### config.mk
export PLATFORM = sky130hd
export DESIGN_NAME = c2d_line_buffer
export DESIGN_NICKNAME = d
export VERILOG_FILES = /design/src/rtl/c2d_pkg.sv /design/src/rtl/c2d_line_buffer.sv
export SDC_FILE = /design/constraint.sdc
export NUM_CORES = 2
export LEC_CHECK = 0
export ABC_AREA = 1
export BUFFER_PORTS_ARGS = -buffer_cell sky130_fd_sc_hd__buf_2
export CAP_MARGIN = 25
export CORE_MARGIN = 2
export CORE_UTILIZATION = 57
export DETAILED_ROUTE_END_ITERATION = 16
export GPL_ROUTABILITY_DRIVEN = 0
export PLACE_DENSITY = 0.77
export SKIP_CTS_REPAIR_TIMING = 1
export SYNTH_ARGS = -nofsm -noshare
export SYNTH_HDL_FRONTEND = slang
export SYNTH_SLANG_ARGS = --single-unit
### constraint.sdc
create_clock -name aclk -period 4.7 [get_ports aclk]
set_clock_uncertainty 0.15 [all_clocks]
set_input_delay 0.47 -clock aclk [delete_from_list [all_inputs] [get_ports aclk]]
set_output_delay 0.47 -clock aclk [all_outputs]
set_load 0.01 [all_outputs]
### src/rtl/c2d_pkg.sv
// ============================================================================
// c2d_pkg: shared definitions for the line-buffer convolution block
// Sizes, field widths, request formats and register codes used by all files.
// ============================================================================
`default_nettype none

package c2d_pkg;

    // Block dimensions.
    localparam int NUM_FILTERS = 4;
    localparam int KERNEL_ROWS = 3;
    localparam int KERNEL_COLS = 3;
    localparam int MAX_LINE    = 32;
    localparam int DATA_BITS   = 16;
    localparam int FRAC_BITS   = 8;

    localparam int TAPS      = KERNEL_ROWS * KERNEL_COLS;
    localparam int STORE_LEN = KERNEL_ROWS * MAX_LINE;

    // Field widths of the request formats.
    localparam int SEL_W  = 2;
    localparam int TAP_W  = 2;
    localparam int ROW_W  = 10;
    localparam int COL_W  = 5;
    localparam int FEAT_W = DATA_BITS - 1;

    // Index width into the per-filter tables.
    localparam int FILTER_IDX_W = (NUM_FILTERS > 1) ? $clog2(NUM_FILTERS) : 1;

    // Configuration registers.
    localparam int COLS_W   = 6;
    localparam int ROWS_W   = 11;
    localparam int ROWS_MAX = 1024;
    localparam int PADDR_W  = 3;
    localparam int PDATA_W  = 32;
    localparam int REG_IDX_W = PADDR_W - 2;
    localparam logic [REG_IDX_W-1:0] REG_IMAGE_COLS = 1'b0;
    localparam logic [REG_IDX_W-1:0] REG_IMAGE_ROWS = 1'b1;
    localparam logic [COLS_W-1:0] COLS_RESET = 6'd28;
    localparam logic [ROWS_W-1:0] ROWS_RESET = 11'd28;

    // Datapath widths.
    localparam int PROD_W     = 2 * DATA_BITS;
    localparam int GROUP      = 3;
    localparam int NUM_GROUPS = (TAPS + GROUP - 1) / GROUP;
    localparam int GSUM_W     = PROD_W + $clog2(GROUP + 1);
    localparam int ACC_W      = PROD_W + $clog2(TAPS + 2);

    typedef enum logic [1:0] {
        MODE_PIXEL  = 2'd0,
        MODE_WEIGHT = 2'd1,
        MODE_BIAS   = 2'd2
    } mode_t;

    typedef struct packed {
        mode_t                        mode;
        logic signed [DATA_BITS-1:0]  pixel;
        logic signed [DATA_BITS-1:0]  coef;
        logic [SEL_W-1:0]             filter_sel;
        logic [TAP_W-1:0]             tap_row;
        logic [TAP_W-1:0]             tap_col;
    } in_req_t;

    typedef struct packed {
        logic [SEL_W-1:0]  filter_index;
        logic [ROW_W-1:0]  out_row;
        logic [COL_W-1:0]  out_col;
        logic [FEAT_W-1:0] feature;
        logic              last;
    } out_req_t;

    // Kernel window, tap index = row * KERNEL_COLS + col, row 0 is the oldest line.
    typedef logic [TAPS-1:0][DATA_BITS-1:0] window_t;

    // Control bundle that every tap cell receives.
    typedef struct packed {
        logic                    wr_en;
        logic [FILTER_IDX_W-1:0] wr_filter;
        logic [FILTER_IDX_W-1:0] rd_filter;
        logic                    advance;
    } tap_ctl_t;

endpackage

`default_nettype wire

### src/rtl/c2d_line_buffer.sv
// ============================================================================
// c2d_line_buffer: pixel shift chain with kernel window taps
// A row of pixel cells, each handing its pixel to the next on every new pixel.
// ============================================================================
`default_nettype none

module c2d_line_buffer (
    input  wire logic                            aclk,
    input  wire logic                            aresetn,
    input  wire logic                            shift_en,
    input  wire logic [c2d_pkg::DATA_BITS-1:0]   pixel_in,
    input  wire logic [c2d_pkg::COLS_W-1:0]      cols,
    output c2d_pkg::window_t                     window
);

    logic [c2d_pkg::STORE_LEN-1:0][c2d_pkg::DATA_BITS-1:0] cell_reg;
    logic [c2d_pkg::STORE_LEN-1:0][c2d_pkg::DATA_BITS-1:0] cell_next;

    // The newest pixel enters at the top end; every cell takes its upper neighbor.
    always_comb begin
        cell_next = cell_reg;
        if (shift_en) begin
            for (int k = 0; k < c2d_pkg::STORE_LEN - 1; k++) begin
                cell_next[k] = cell_reg[k + 1];
            end
            cell_next[c2d_pkg::STORE_LEN-1] = pixel_in;
        end
    end

    always_ff @(posedge aclk) begin
        if (!aresetn) begin
            cell_reg <= '0;
        end else begin
            cell_reg <= cell_next;
        end
    end

    // Each tap sits a whole number of lines plus a few pixels back from the
    // newest cell; the line length picks one of MAX_LINE cells per tap.
    always_comb begin
        window = '0;
        for (int i = 0; i < c2d_pkg::KERNEL_ROWS; i++) begin
            for (int j = 0; j < c2d_pkg::KERNEL_COLS; j++) begin
                for (int c = 1; c <= c2d_pkg::MAX_LINE; c++) begin
                    if (cols == c2d_pkg::COLS_W'(c)) begin
                        window[i * c2d_pkg::KERNEL_COLS + j] =
                            cell_reg[c2d_pkg::STORE_LEN - 1
                                     - (c2d_pkg::KERNEL_COLS - 1 - j)
                                     - (c2d_pkg::KERNEL_ROWS - 1 - i) * c];
                    end
                end
            end
        end
    end

endmodule

`default_nettype wire

Word-level counts from Yosys, hierarchy flattened
Index checks and enable logic that the tools add are counted.
{"block": "classes", "eq_ne": 32, "muxes": 284}
{"op": "$mux W16", "n": 284}
{"op": "$eq A6 B5 Y1 const B", "n": 16}
{"op": "$eq A6 B4 Y1 const B", "n": 8}
{"op": "$eq A6 B3 Y1 const B", "n": 4}
{"op": "$eq A6 B2 Y1 const B", "n": 2}
{"op": "$eq A6 B1 Y1 const B", "n": 1}
{"op": "$eq A6 B6 Y1 const B", "n": 1}
{"block": "word_totals", "register_bits": 1072, "in_bits": 25}

Logic depth before layout (Yosys ltp)
{"block": "logic_depth", "word_depth": 33, "ltp_mapped": 25}

Worst setup path after synthesis
No wires, ideal clock.
{"block": "synth_path", "kind": "input port to output port", "start": "in cols[4] in the netlist's numbering", "end": "out window[37] in the netlist's numbering", "arrival_ns": 2.375, "required_time_ns": 4.080, "setup_slack_ns": 1.705, "stages": 17, "cell_sequence": "nor2_4 > buf_2 > nand2_1 > inv_1 > buf_2 > buf_1 > a211oi_1 > o21ai_1 > nand4_1 > a21oi_1 > nand4_1 > nand2_1 > nand4_1 > a21boi_1 > nand4_1 > nand2_1 > nand4_1"}
{"item": "start: declaration", "line": "c2d_line_buffer.sv:12", "text": "input wire logic [c2d_pkg::COLS_W-1:0] cols,"}
{"item": "end: declaration", "line": "c2d_line_buffer.sv:13", "text": "output c2d_pkg::window_t window"}

==> impl_results.md <==
* Status: completed
* Slew Limit Fails at 0
* DIE AREA at 0.107 sq mm
* Max cap viols at 0
* Crit end category: output port
* Number of flops mapped to enable cells by yosys at 0
* Antenna Violating Nets Remaining at 0
* Worst Hold End: cell_reg[556]
* Clock buffer depth at 3
* Largest net degree at the start of global routing at 270
* P per Cell Area at 345 mW/mm^2
* Hold Fails Final Rpt at 0
* Final Cycle Share at between 90 and 100%
* Hold Startpoint: aresetn
* Synth warnings at 0
* Mapped Area at 0.0593 sq mm
* Worst vdd ir at 0.382 mV
* Crit path kind: in -> out
* Sequential Power Share at 45.5%
* Row count at 118
* Worst hold slack at ~0.11 ns
* Drt drc at 0
* Number of global-route vias before repair at 59400
* Worst flop-to-flop path startpoint: cell_reg[1495]
* CP startpoint kind: input port
* Top cell type's share of synthesized area at 36.2%
* Rel. slew slack at between 10 and 15%
* Clk network pwr share at 42.3%
* Top-Level Pins at 169
* Slowest cell on crit path: nor4_2
* Reg2Reg Setup Slack at 3.31 ns
* Setup TNS Final at 0 ns
* Critical path peak fanout at 26
* WP data arrival at 4.01 ns
* Die Y at between 300 and 400 um
* Main combinational cell family by area after synthesis: simple AND/OR/NAND/NOR gates
* Final Util at 63.5%
* Root buffer cell: clkbuf_16
* Placed wire-length estimate at 147000 um
* Vias at 66500
* Max reg flops at roughly 1100
* Post-Synth XOR/XNOR Area at 0%
* Total GRT Usage at approximately two fifths
* Critical path's largest stage delay at 0.46 ns
* Clk sinks at 1072
* H-tree Lvls at 3
* Clock Latency Late Sink at 0.76 ns
* Num CTS Buffers at 113
* Leak Pwr at roughly 26 nW
* Reg clk slew, reported paths at approximately 0.060 ns
* Crit path launch: cols[4]
* Synth top area cells: dfxtp_1 (36%), nand2_1 (14%), o21ai_0 (11%), nor2_1 (7.9%), a21oi_1 (7.7%)
* Synthesized area per cell at 6.34 sq um
* Mux cell area share after synthesis at 0.219%
* Synth top cells by count: nand2_1 (2265), o21ai_0 (1361), nor2_1 (1244)
* Reg2reg end: cell_reg[1479]
* Synthesized net count at 9381
* Internal at 0.0160 W
* Starting density of the core at 57.4%
* Adder-cell share of the synthesized area at 0%
* Most frequent CP cell: nand2_1
* Cells along the critical path: buf_2 -> nor2_4 -> buf_4 -> nand3_1 -> buf_4 -> buf_4 -> nor2_1 -> nor4_2 -> nand4_1 -> nand2_1 -> nand4_1 -> nand2_1 -> nand2_1 -> nand2_1 -> nand4_1 -> a21boi_0 -> nand4_1 -> nand2_1 -> nand2_1 -> buf_2
* Nets@finish at 9138
* Fmax at 0.216 GHz
* Post-synthesis cell count at roughly 9400
* RSZ-0062 raised after global routing: no
* Register bit count reported by yosys at 1072
* Period minus WS final at 4.63 ns
* Syn-to-layout area delta at 10.7%
* Hold depth at 3
* Worst R2R Path Depth at 2
* First-pass GRT wire length at 347000 um
* Avg WL per Cell at about 21 um
* Combinational Power Share at 12.2%
* Worst Max-Slew Pin Slew at roughly 1.3 ns
* Simple-gate portion of the synthesized area at roughly 29%
* # setup viols final at 0
* Layout cells sized above 1 at 8.29%
* Drt first-iter violations at 10600
* First drt pass iteration count at 9
* Switch share at a little under 30%
* Drt via density at 6.28
* Most common cell in the netlist: nand2_1
* IO buf count at 168
* Cell taking the most area after synthesis: dfxtp_1
* Initial antenna violation count at 12
* Final wirelength at between 200000 and 250000 um
* Die Width at roughly 330 um
* Synth cell types at 39
* Critical Path RT at between 4 and 5 ns
* Global route total overflow at 0
* CTS tree: built
* Compound-cell area share of the yosys netlist at roughly a quarter
* Core Region at 0.103 sq mm
* Net switching power at 0.00663 W
* Sequential cell area fraction in the yosys report at 36.2%
* Async S/R FF share, synth at 0%
* Min-delay worst type: in -> reg
* Main flop type after synthesis: dfxtp_1
through the flow:
step | setup slack, ns | cell area (sq um) | power, W | cells
6_report | 0.0678 | 65600 | 0.0226 | 10600
5_1_grt | 0.00962 | 65600 | 0.0233 | 10600
4_1_cts | 0.0809 | 65400 | 0.0225 | 10600
3_5_place_dp | 0.0689 | 61500 | 0.0131 | 10400
3_3_place_gp | 0.0736 | 61500 | 0.0130 | 10400
2_1_floorplan | 1.71 | 59300 | 0.0120 | 9356
power by group through the flow:
stage	Clock [W]	Combinational (W)	Sequential [W]
after detailed placement	0	0.00265	0.0104
final	0.00958	0.00275	0.0103
after global routing	0.00992	0.00301	0.0104
after CTS	0.00955	0.00266	0.0103
after global placement	0	0.00259	0.0104
after floorplan	0	0.00175	0.0103
logic make-up (layout without fill, tap and decap cells):
logic type / count (synthesis) / after routing
AO/OA/AOI/OAI: 2750 / 2750
other: 0 / 2
buffers and inverters: 1354 / 1205
flip-flops: 1072 / 1072
AND/OR/NAND/NOR: 4167 / 4167
multiplexers: 13 / 13
area by class of cell:
| cell class | instances | area, sq um |
|---|---|---|
| inverter | 601 | 2270 |
| clock buffer | 168 | 3340 |
| sequential | 1072 | 21500 |
| clock inverter | 41 | 604 |
| fill | 9435 | 37700 |
| antenna | 2 | 5.00 |
| multi-input combinational | 6930 | 32800 |
| tap | 1380 | 1730 |
| timing repair buffer | 395 | 3430 |
metal layers:
layer,up-vias,wire length (um),GRT usage [%]
li1,30900,-,-
met1,30200,87000,53.2
met2,4473,95400,60.2
met3,868,28000,9.67
met4,6,16700,26.4
met5,-,40,0
worst max-delay path by stage:
stage | to | cells after the start
after global placement | window[3] | 20
after floorplan | window[37] | 17
after detailed placement | window[3] | 20
after global routing | window[3] | 20
after CTS | window[3] | 20
final | window[3] | 20
critical path, delay by kind of cell:
kind | cells | cell delay, ns
AO/OA/AOI/OAI | 1 | 0.41
buffers and inverters | 5 | 0.96
AND/OR/NAND/NOR | 14 | 2.12
layout by cell type, fill, tap and decap left out, types with 21 or more instances in the layout:
master | netlist | final
or2_2 | 124 | 124
nand2_1 | 2265 | 2261
nor3_1 | 22 | 22
nor2_1 | 1244 | 1233
inv_1 | 588 | 582
buf_4 | 6 | 144
o21ai_0 | 1361 | 1361
clkbuf_8 | 0 | 31
buf_12 | 0 | 66
a221oi_1 | 296 | 296
nand4_1 | 303 | 303
nand3_1 | 182 | 181
a211oi_1 | 58 | 58
a21oi_1 | 917 | 916
o2111ai_1 | 26 | 26
o221a_2 | 25 | 25
buf_2 | 101 | 166
clkinv_2 | 0 | 21
clkbuf_1 | 593 | 24
dfxtp_1 | 1072 | 1072
clkbuf_16 | 0 | 113
nor2_4 | 2 | 21
Note: power is estimated with default switching activity, not from simulation.
