[src/rtl/c2d_pkg.sv]
// ============================================================================
// c2d_pkg: shared definitions for the line-buffer convolution block
// Sizes, field widths, request formats and register codes used by all files.
// ============================================================================
`default_nettype none

package c2d_pkg;

    // Block dimensions.
    localparam int NUM_FILTERS = 4;
    localparam int KERNEL_ROWS = 3;
    localparam int KERNEL_COLS = 3;
    localparam int MAX_LINE    = 32;
    localparam int DATA_BITS   = 16;
    localparam int FRAC_BITS   = 8;

    localparam int TAPS      = KERNEL_ROWS * KERNEL_COLS;
    localparam int STORE_LEN = KERNEL_ROWS * MAX_LINE;

    // Field widths of the request formats.
    localparam int SEL_W  = 2;
    localparam int TAP_W  = 2;
    localparam int ROW_W  = 10;
    localparam int COL_W  = 5;
    localparam int FEAT_W = DATA_BITS - 1;

    // Index width into the per-filter tables.
    localparam int FILTER_IDX_W = (NUM_FILTERS > 1) ? $clog2(NUM_FILTERS) : 1;

    // Configuration registers.
    localparam int COLS_W   = 6;
    localparam int ROWS_W   = 11;
    localparam int ROWS_MAX = 1024;
    localparam int PADDR_W  = 3;
    localparam int PDATA_W  = 32;
    localparam int REG_IDX_W = PADDR_W - 2;
    localparam logic [REG_IDX_W-1:0] REG_IMAGE_COLS = 1'b0;
    localparam logic [REG_IDX_W-1:0] REG_IMAGE_ROWS = 1'b1;
    localparam logic [COLS_W-1:0] COLS_RESET = 6'd28;
    localparam logic [ROWS_W-1:0] ROWS_RESET = 11'd28;

    // Datapath widths.
    localparam int PROD_W     = 2 * DATA_BITS;
    localparam int GROUP      = 3;
    localparam int NUM_GROUPS = (TAPS + GROUP - 1) / GROUP;
    localparam int GSUM_W     = PROD_W + $clog2(GROUP + 1);
    localparam int ACC_W      = PROD_W + $clog2(TAPS + 2);

    typedef enum logic [1:0] {
        MODE_PIXEL  = 2'd0,
        MODE_WEIGHT = 2'd1,
        MODE_BIAS   = 2'd2
    } mode_t;

    typedef struct packed {
        mode_t                        mode;
        logic signed [DATA_BITS-1:0]  pixel;
        logic signed [DATA_BITS-1:0]  coef;
        logic [SEL_W-1:0]             filter_sel;
        logic [TAP_W-1:0]             tap_row;
        logic [TAP_W-1:0]             tap_col;
    } in_req_t;

    typedef struct packed {
        logic [SEL_W-1:0]  filter_index;
        logic [ROW_W-1:0]  out_row;
        logic [COL_W-1:0]  out_col;
        logic [FEAT_W-1:0] feature;
        logic              last;
    } out_req_t;

    // Kernel window, tap index = row * KERNEL_COLS + col, row 0 is the oldest line.
    typedef logic [TAPS-1:0][DATA_BITS-1:0] window_t;

    // Control bundle that every tap cell receives.
    typedef struct packed {
        logic                    wr_en;
        logic [FILTER_IDX_W-1:0] wr_filter;
        logic [FILTER_IDX_W-1:0] rd_filter;
        logic                    advance;
    } tap_ctl_t;

endpackage

`default_nettype wire

[src/rtl/c2d_tap_cell.sv]
// ============================================================================
// c2d_tap_cell: one kernel tap with its weights for every filter
// Holds one weight per filter and multiplies the window pixel by one of them.
// ============================================================================
`default_nettype none

module c2d_tap_cell (
    input  wire logic                                 aclk,
    input  wire c2d_pkg::tap_ctl_t                    ctl,
    input  wire logic [c2d_pkg::DATA_BITS-1:0]        coef,
    input  wire logic [c2d_pkg::DATA_BITS-1:0]        pixel,
    output logic signed [c2d_pkg::PROD_W-1:0]         product
);

    logic [c2d_pkg::NUM_FILTERS-1:0][c2d_pkg::DATA_BITS-1:0] weight_reg;
    logic [c2d_pkg::NUM_FILTERS-1:0][c2d_pkg::DATA_BITS-1:0] weight_next;
    logic signed [c2d_pkg::PROD_W-1:0]    product_reg;
    logic signed [c2d_pkg::PROD_W-1:0]    product_next;
    logic signed [c2d_pkg::DATA_BITS-1:0] pix_s;
    logic signed [c2d_pkg::DATA_BITS-1:0] wgt_s;

    always_comb begin
        weight_next = weight_reg;
        if (ctl.wr_en) begin
            weight_next[ctl.wr_filter] = coef;
        end
    end

    assign pix_s        = $signed(pixel);
    assign wgt_s        = $signed(weight_reg[ctl.rd_filter]);
    assign product_next = pix_s * wgt_s;

    always_ff @(posedge aclk) begin
        weight_reg <= weight_next;
        if (ctl.advance) begin
            product_reg <= product_next;
        end
    end

    assign product = product_reg;

endmodule

`default_nettype wire

[config.mk]
export PLATFORM = sky130hd
export DESIGN_NAME = c2d_tap_cell
export DESIGN_NICKNAME = d
export VERILOG_FILES = /design/src/rtl/c2d_pkg.sv /design/src/rtl/c2d_tap_cell.sv
export SDC_FILE = /design/constraint.sdc
export NUM_CORES = 1
export LEC_CHECK = 0
export ABC_AREA = 1
export BUFFER_PORTS_ARGS = -buffer_cell sky130_fd_sc_hd__buf_2
export CORE_MARGIN = 1.5
export CORE_UTILIZATION = 25
export DETAILED_ROUTE_END_ITERATION = 16
export PLACE_DENSITY = 0.43
export REMOVE_ABC_BUFFERS = 1
export SETUP_SLACK_MARGIN = 0.1
export SLEW_MARGIN = 20
export SYNTH_ARGS = -nofsm -noshare
export SYNTH_HDL_FRONTEND = slang
export SYNTH_SLANG_ARGS = --single-unit
export TNS_END_PERCENT = 1
[constraint.sdc]
create_clock -name aclk -period 5.85 [get_ports aclk]
set_input_delay 0 -clock aclk [delete_from_list [all_inputs] [get_ports aclk]]
set_output_delay 0 -clock aclk [all_outputs]
set_load 0.02 [all_outputs]
-- Word-level counts from Yosys, hierarchy flattened
Index checks and enable logic that the tools add are counted.
- bits of input ports: 39
- bits in latches: 0
- logic and storage cells: 15
- ROM bits: 0
- flip-flop bits (word level): 96
- bits in writable memories: 0
- output and inout port bits: 32
- memories kept: 0
- reduce and logical (&&, ||, !) cells: 1
- bitwise logic cells: 0
- $mul: 1
- muxes and demuxes: 5
- equal/unequal tests: 0
- magnitude comparators: 3
- shift operators: 0
- div/mod/pow operators: 0
- $add $sub $neg: 0
- operators by type and width (kind ; count):
    $bwmux 64 ; 1
    $bmux 16 s2 ; 1
    $demux 16 s2 ; 1
    $mul 16x16->32 ; 1
    $mux 16 ; 2
    $lt 2x3->1 const B ; 2
    $ge 2x1->1 const B ; 1
    $logic_and 1x1->1 ; 1

-- Depth between registers and ports, before layout
- depth in word-level cells: 5
- gate-level depth with buffers: 32
- mapped depth without buffers: 29

-- Worst setup path after synthesis
Ideal clock, no wire load.
- path type: input-to-reg
- start point: input ctl[1] (netlist bit)
- end point: register product_reg (netlist bit product[23]) (data pin)
- library setup time: 260 ps
- stages: 23
- data required time: 5590 ps
- path slack: 360 ps
- data arrival time: 5230 ps
- path buffers: 2
- cell sequence: buf_4 -> inv_2 -> buf_6 -> nand2_1 -> nand3_1 -> nand2_2 -> nor2_1 -> fa_1 -> fa_1 -> fa_1 -> fa_1 -> fa_1 -> inv_1 -> fa_1 -> inv_1 -> ha_1 -> nand2_2 -> inv_1 -> nand2_1 -> and2_1 -> nand2_1 -> nand3b_1 -> xor2_1
- cells in the longest elaborated chain, start to end: 3
- ends and longest elaborated chain (what ; RTL line ; text):
    start, declared ; c2d_tap_cell.sv:9 ; input wire c2d_pkg::tap_ctl_t ctl,
    $bmux 16 s2 ; c2d_tap_cell.sv:30 ; assign wgt_s = $signed(weight_reg[ctl.rd_filter]);
    $mux 16 (implied by the code) ; c2d_tap_cell.sv:30 ;
    $mul 16x16->32 ; c2d_tap_cell.sv:31 ; assign product_next = pix_s * wgt_s;
    net product_next, one bit ; c2d_tap_cell.sv:18 ; logic signed [c2d_pkg::PROD_W-1:0] product_next;
    end signal, assigned ; c2d_tap_cell.sv:36 ; product_reg <= product_next;
    end, declared ; c2d_tap_cell.sv:17 ; logic signed [c2d_pkg::PROD_W-1:0] product_reg;
The timed path passes the listed nets, and every way through them passes these cells. The select of a mux whose other input is x is not followed.
A chain may end at the register's enable or synchronous reset.

-- Worst setup path in the final report
- start point: register weight_reg[33] (netlist bit)
- end point: register product_reg (netlist bit product[25]) (data pin)
- cells in the longest elaborated chain, start to end: 3
- ends and longest elaborated chain (what ; RTL line ; text):
    start, declared ; c2d_tap_cell.sv:15 ; logic [c2d_pkg::NUM_FILTERS-1:0][c2d_pkg::DATA_BITS-1:0] weight_reg;
    start signal, assigned ; c2d_tap_cell.sv:34 ; weight_reg <= weight_next;
    $bmux 16 s2 ; c2d_tap_cell.sv:30 ;
    $mux 16 (implied by the code) ; c2d_tap_cell.sv:30 ;
    $mul 16x16->32 ; c2d_tap_cell.sv:31 ;
    net product_next, one bit ; c2d_tap_cell.sv:18 ;
The timed path passes the listed nets, and every way through them passes these cells. The select of a mux whose other input is x is not followed.

==> impl_metrics.toml <==
[run_status]
status = "completed"

[die]
floorplan.initialDensity = 0.253
die_width_microns = 239
die_h_microns = 239
die-area_sq_um = 57000
io_pins = 71
core-area_sq_um = 55000
rows = 86

[critical_path]
critical_path.endpoint_type = "register"
critical_path_class = "register to register"
reg2reg_depth = 23
timing.rr.start = "weight_reg[33]$_DFFE_PP_"
r2r_end = "product[25]$_DFFE_PP_"
worstSetupStartpointType = "register"
crit_path_max_fanout = 4
ff2ff_setup_slack_ps = 250
arrival_ps = 5740
critical_path_required_ps = 5990

[sta]
hold_viol_final = 0
skew_ps = 17.1
rsz0062_at_grt = "yes"
finalSetupViolations = 0
timing.fmax_mhz = 178
min_period_ps = 5600
finalCritPeriodShare = 0.958
max_slew_margin = 0.347
worstMarginPinSlew_ps = 977
slew_violations = 0
whs_ps = 88.5

[min_path]
min-delay-start = "ctl[3]"
hold_depth = 2
holdPathEnd = "weight_reg[46]$_DFFE_PP_"
hold_path_class = "input port to register"

[synthesis]
synth_seq_cells = 96
synthTopCellsByArea = "fa_1 (38%), edfxtp_1 (21%), inv_1 (10%)"
yosys.area.top_type = "fa_1"
yosysSeqAreaShare = 0.207
netlist_instances = 1572
synth.distinct_cells = 34
synth.top_cells.by_count = "inv_1 (376), nand2_1 (356), fa_1 (262)"
synth.avg_cell_area_sq_um = 8.84
syn_area_sq_um = 13900
yosysMostFrequentCell = "inv_1"
ys_warn_count = 0
synth_edf_count = 96
async_flop_share = 0
synth_flop_cell = "edfxtp_1"
synth_top_area_share = 0.377

[clock_network]
ctsHtreeMaxLevel = 3
clkLatencyLatePin_ps = 390
clock-sinks = 96
root_buffer = "clkbuf_16"
tritoncts = "yes"
clk_pin_slew_ps = 90
ctsLongestPathBuffers = 2
cts_buffers = 9

[route]
wirelength_microns = 41600
ant_nets = 0
drtPass1Iterations = 5
via_per_inst = 4.20
drtIter0Drc = 630
drc = 0
via_count = 10800
wl_per_cell_microns = 16.2

[placed_design]
hpwlAfterDp_microns = 34600
io_buffers = 70
place_congestion = 0.886

[grt]
grt_max_degree = 33
first_global_vias = 12100
grt_usage = 0.156
antenna_found_initial = 1
grt_pass1_wl_microns = 66900
overflow = 0

[cells_and_area]
fillers = 5800
syn2layout_area_growth_pct = 27.0
nets = 2188
layout-drive-gt1-share = 0.245
largest_reg_flops = 64

[run]
max_cap_viol_count = 0
[through the flow]
step	TNS, ps	util	std cells	setup slack [ps]	cell area, sq um
4_1_cts	0	0.306	2540	70.5	16800
6_report	0	0.321	2559	246	17600
3_3_place_gp	-1330	0.295	2508	-188	16200
5_1_grt	0	0.321	2559	6.86	17600
3_5_place_dp	-1660	0.295	2508	-202	16200
2_1_floorplan	0	-	1535	353	13700
[layer usage]
metal  vias to the layer above  GRT usage  routed length (microns)
met5                         -          0                        0
met4                         0     0.0380                      662
li1                       5109          -                        -
met1                      5415      0.201                    18500
met3                        25     0.0151                     1480
met2                       206      0.278                    21000
[final cells by class]
cell class                      instances  area (sq um)  share of cell area
Multi-Input combinational cell       1046         10100               0.571
Antenna cell                            1          2.50            0.000142
Sequential cell                        96          2880               0.163
Inverter                              393          1490              0.0844
Clock inverter                          7          93.8             0.00532
Timing Repair inverter                  1          7.51            0.000426
Tap cell                              748           936              0.0530
Timing Repair Buffer                  258          1930               0.110
Clock buffer                            9           225              0.0128
[kinds of logic (layout without fill, tap and decap cells)]
logic type | count (synthesis) | count (layout) | share of synthesized area
fa+ha+maj | 344 | 344 | 0.451
buf+inv | 430 | 668 | 0.122
flops | 96 | 96 | 0.207
simple gates | 645 | 645 | 0.191
compound gates | 38 | 38 | 0.0159
other cells | 0 | 1 | 0
xor+xnor | 19 | 19 | 0.0120
[worst max-delay path by stage]
stage | startpoint | endpoint | slack, ps | cells past startpoint
floorplan | weight_reg[4]$_DFFE_PP_ | product[23]$_DFFE_PP_ | 350 | 22
global placement | ctl[1] | product[25]$_DFFE_PP_ | -190 | 28
detailed placement | ctl[1] | product[25]$_DFFE_PP_ | -200 | 28
CTS | weight_reg[4]$_DFFE_PP_ | product[14]$_DFFE_PP_ | 70 | 24
global route | weight_reg[6]$_DFFE_PP_ | product[31]$_DFFE_PP_ | 7 | 25
finish | weight_reg[33]$_DFFE_PP_ | product[25]$_DFFE_PP_ | 250 | 23
[layout by cell type (no fill, tap or decap), drive strengths merged, types with 2 or more instances in the layout]
cell         synthesis  final
inv                387    389
nand2              372    372
fa                 262    262
buf                 31    241
nor2               183    183
edfxtp              96     96
ha                  82     82
nand3               63     63
a21oi               22     22
xor2                18     18
dlygate4sd3          0     16
nor3                11     11
nand4               10     10
clkbuf               6     10
clkinv               6     10
o21ai                7      7
o21bai               5      5
nand3b               4      4
clkinvlp             0      2
and2                 2      2
[timing repair]
action | in CTS | in global routing
setup buffers | 0 | 14
hold endpoints to repair | 64 | 0
gates resized for setup | 20 | 181
hold buffers | 16 | 0
setup endpoints to repair | 19 | 20
gates cloned | 0 | 4
pin swaps | 1 | 118
[worst max-delay path, stage by stage (launching register included)]
cell,delay (ps)
edfxtp_1,360
nand2_1,70
nand3_1,90
nand2_2,150
nor2_1,70
buf_4,160
fa_2,590
buf_6,140
fa_1,450
fa_2,580
fa_1,430
fa_1,500
inv_1,50
fa_1,470
inv_1,60
ha_4,300
nand2_4,80
nor2_4,120
inv_2,80
nor3_4,210
o21ai_2,120
buf_4,140
nand4_1,60
nand2_1,80
Power is left out: the tool's default activity adds up to more than one toggle a clock period on the data nets, which glitch-free logic cannot reach.
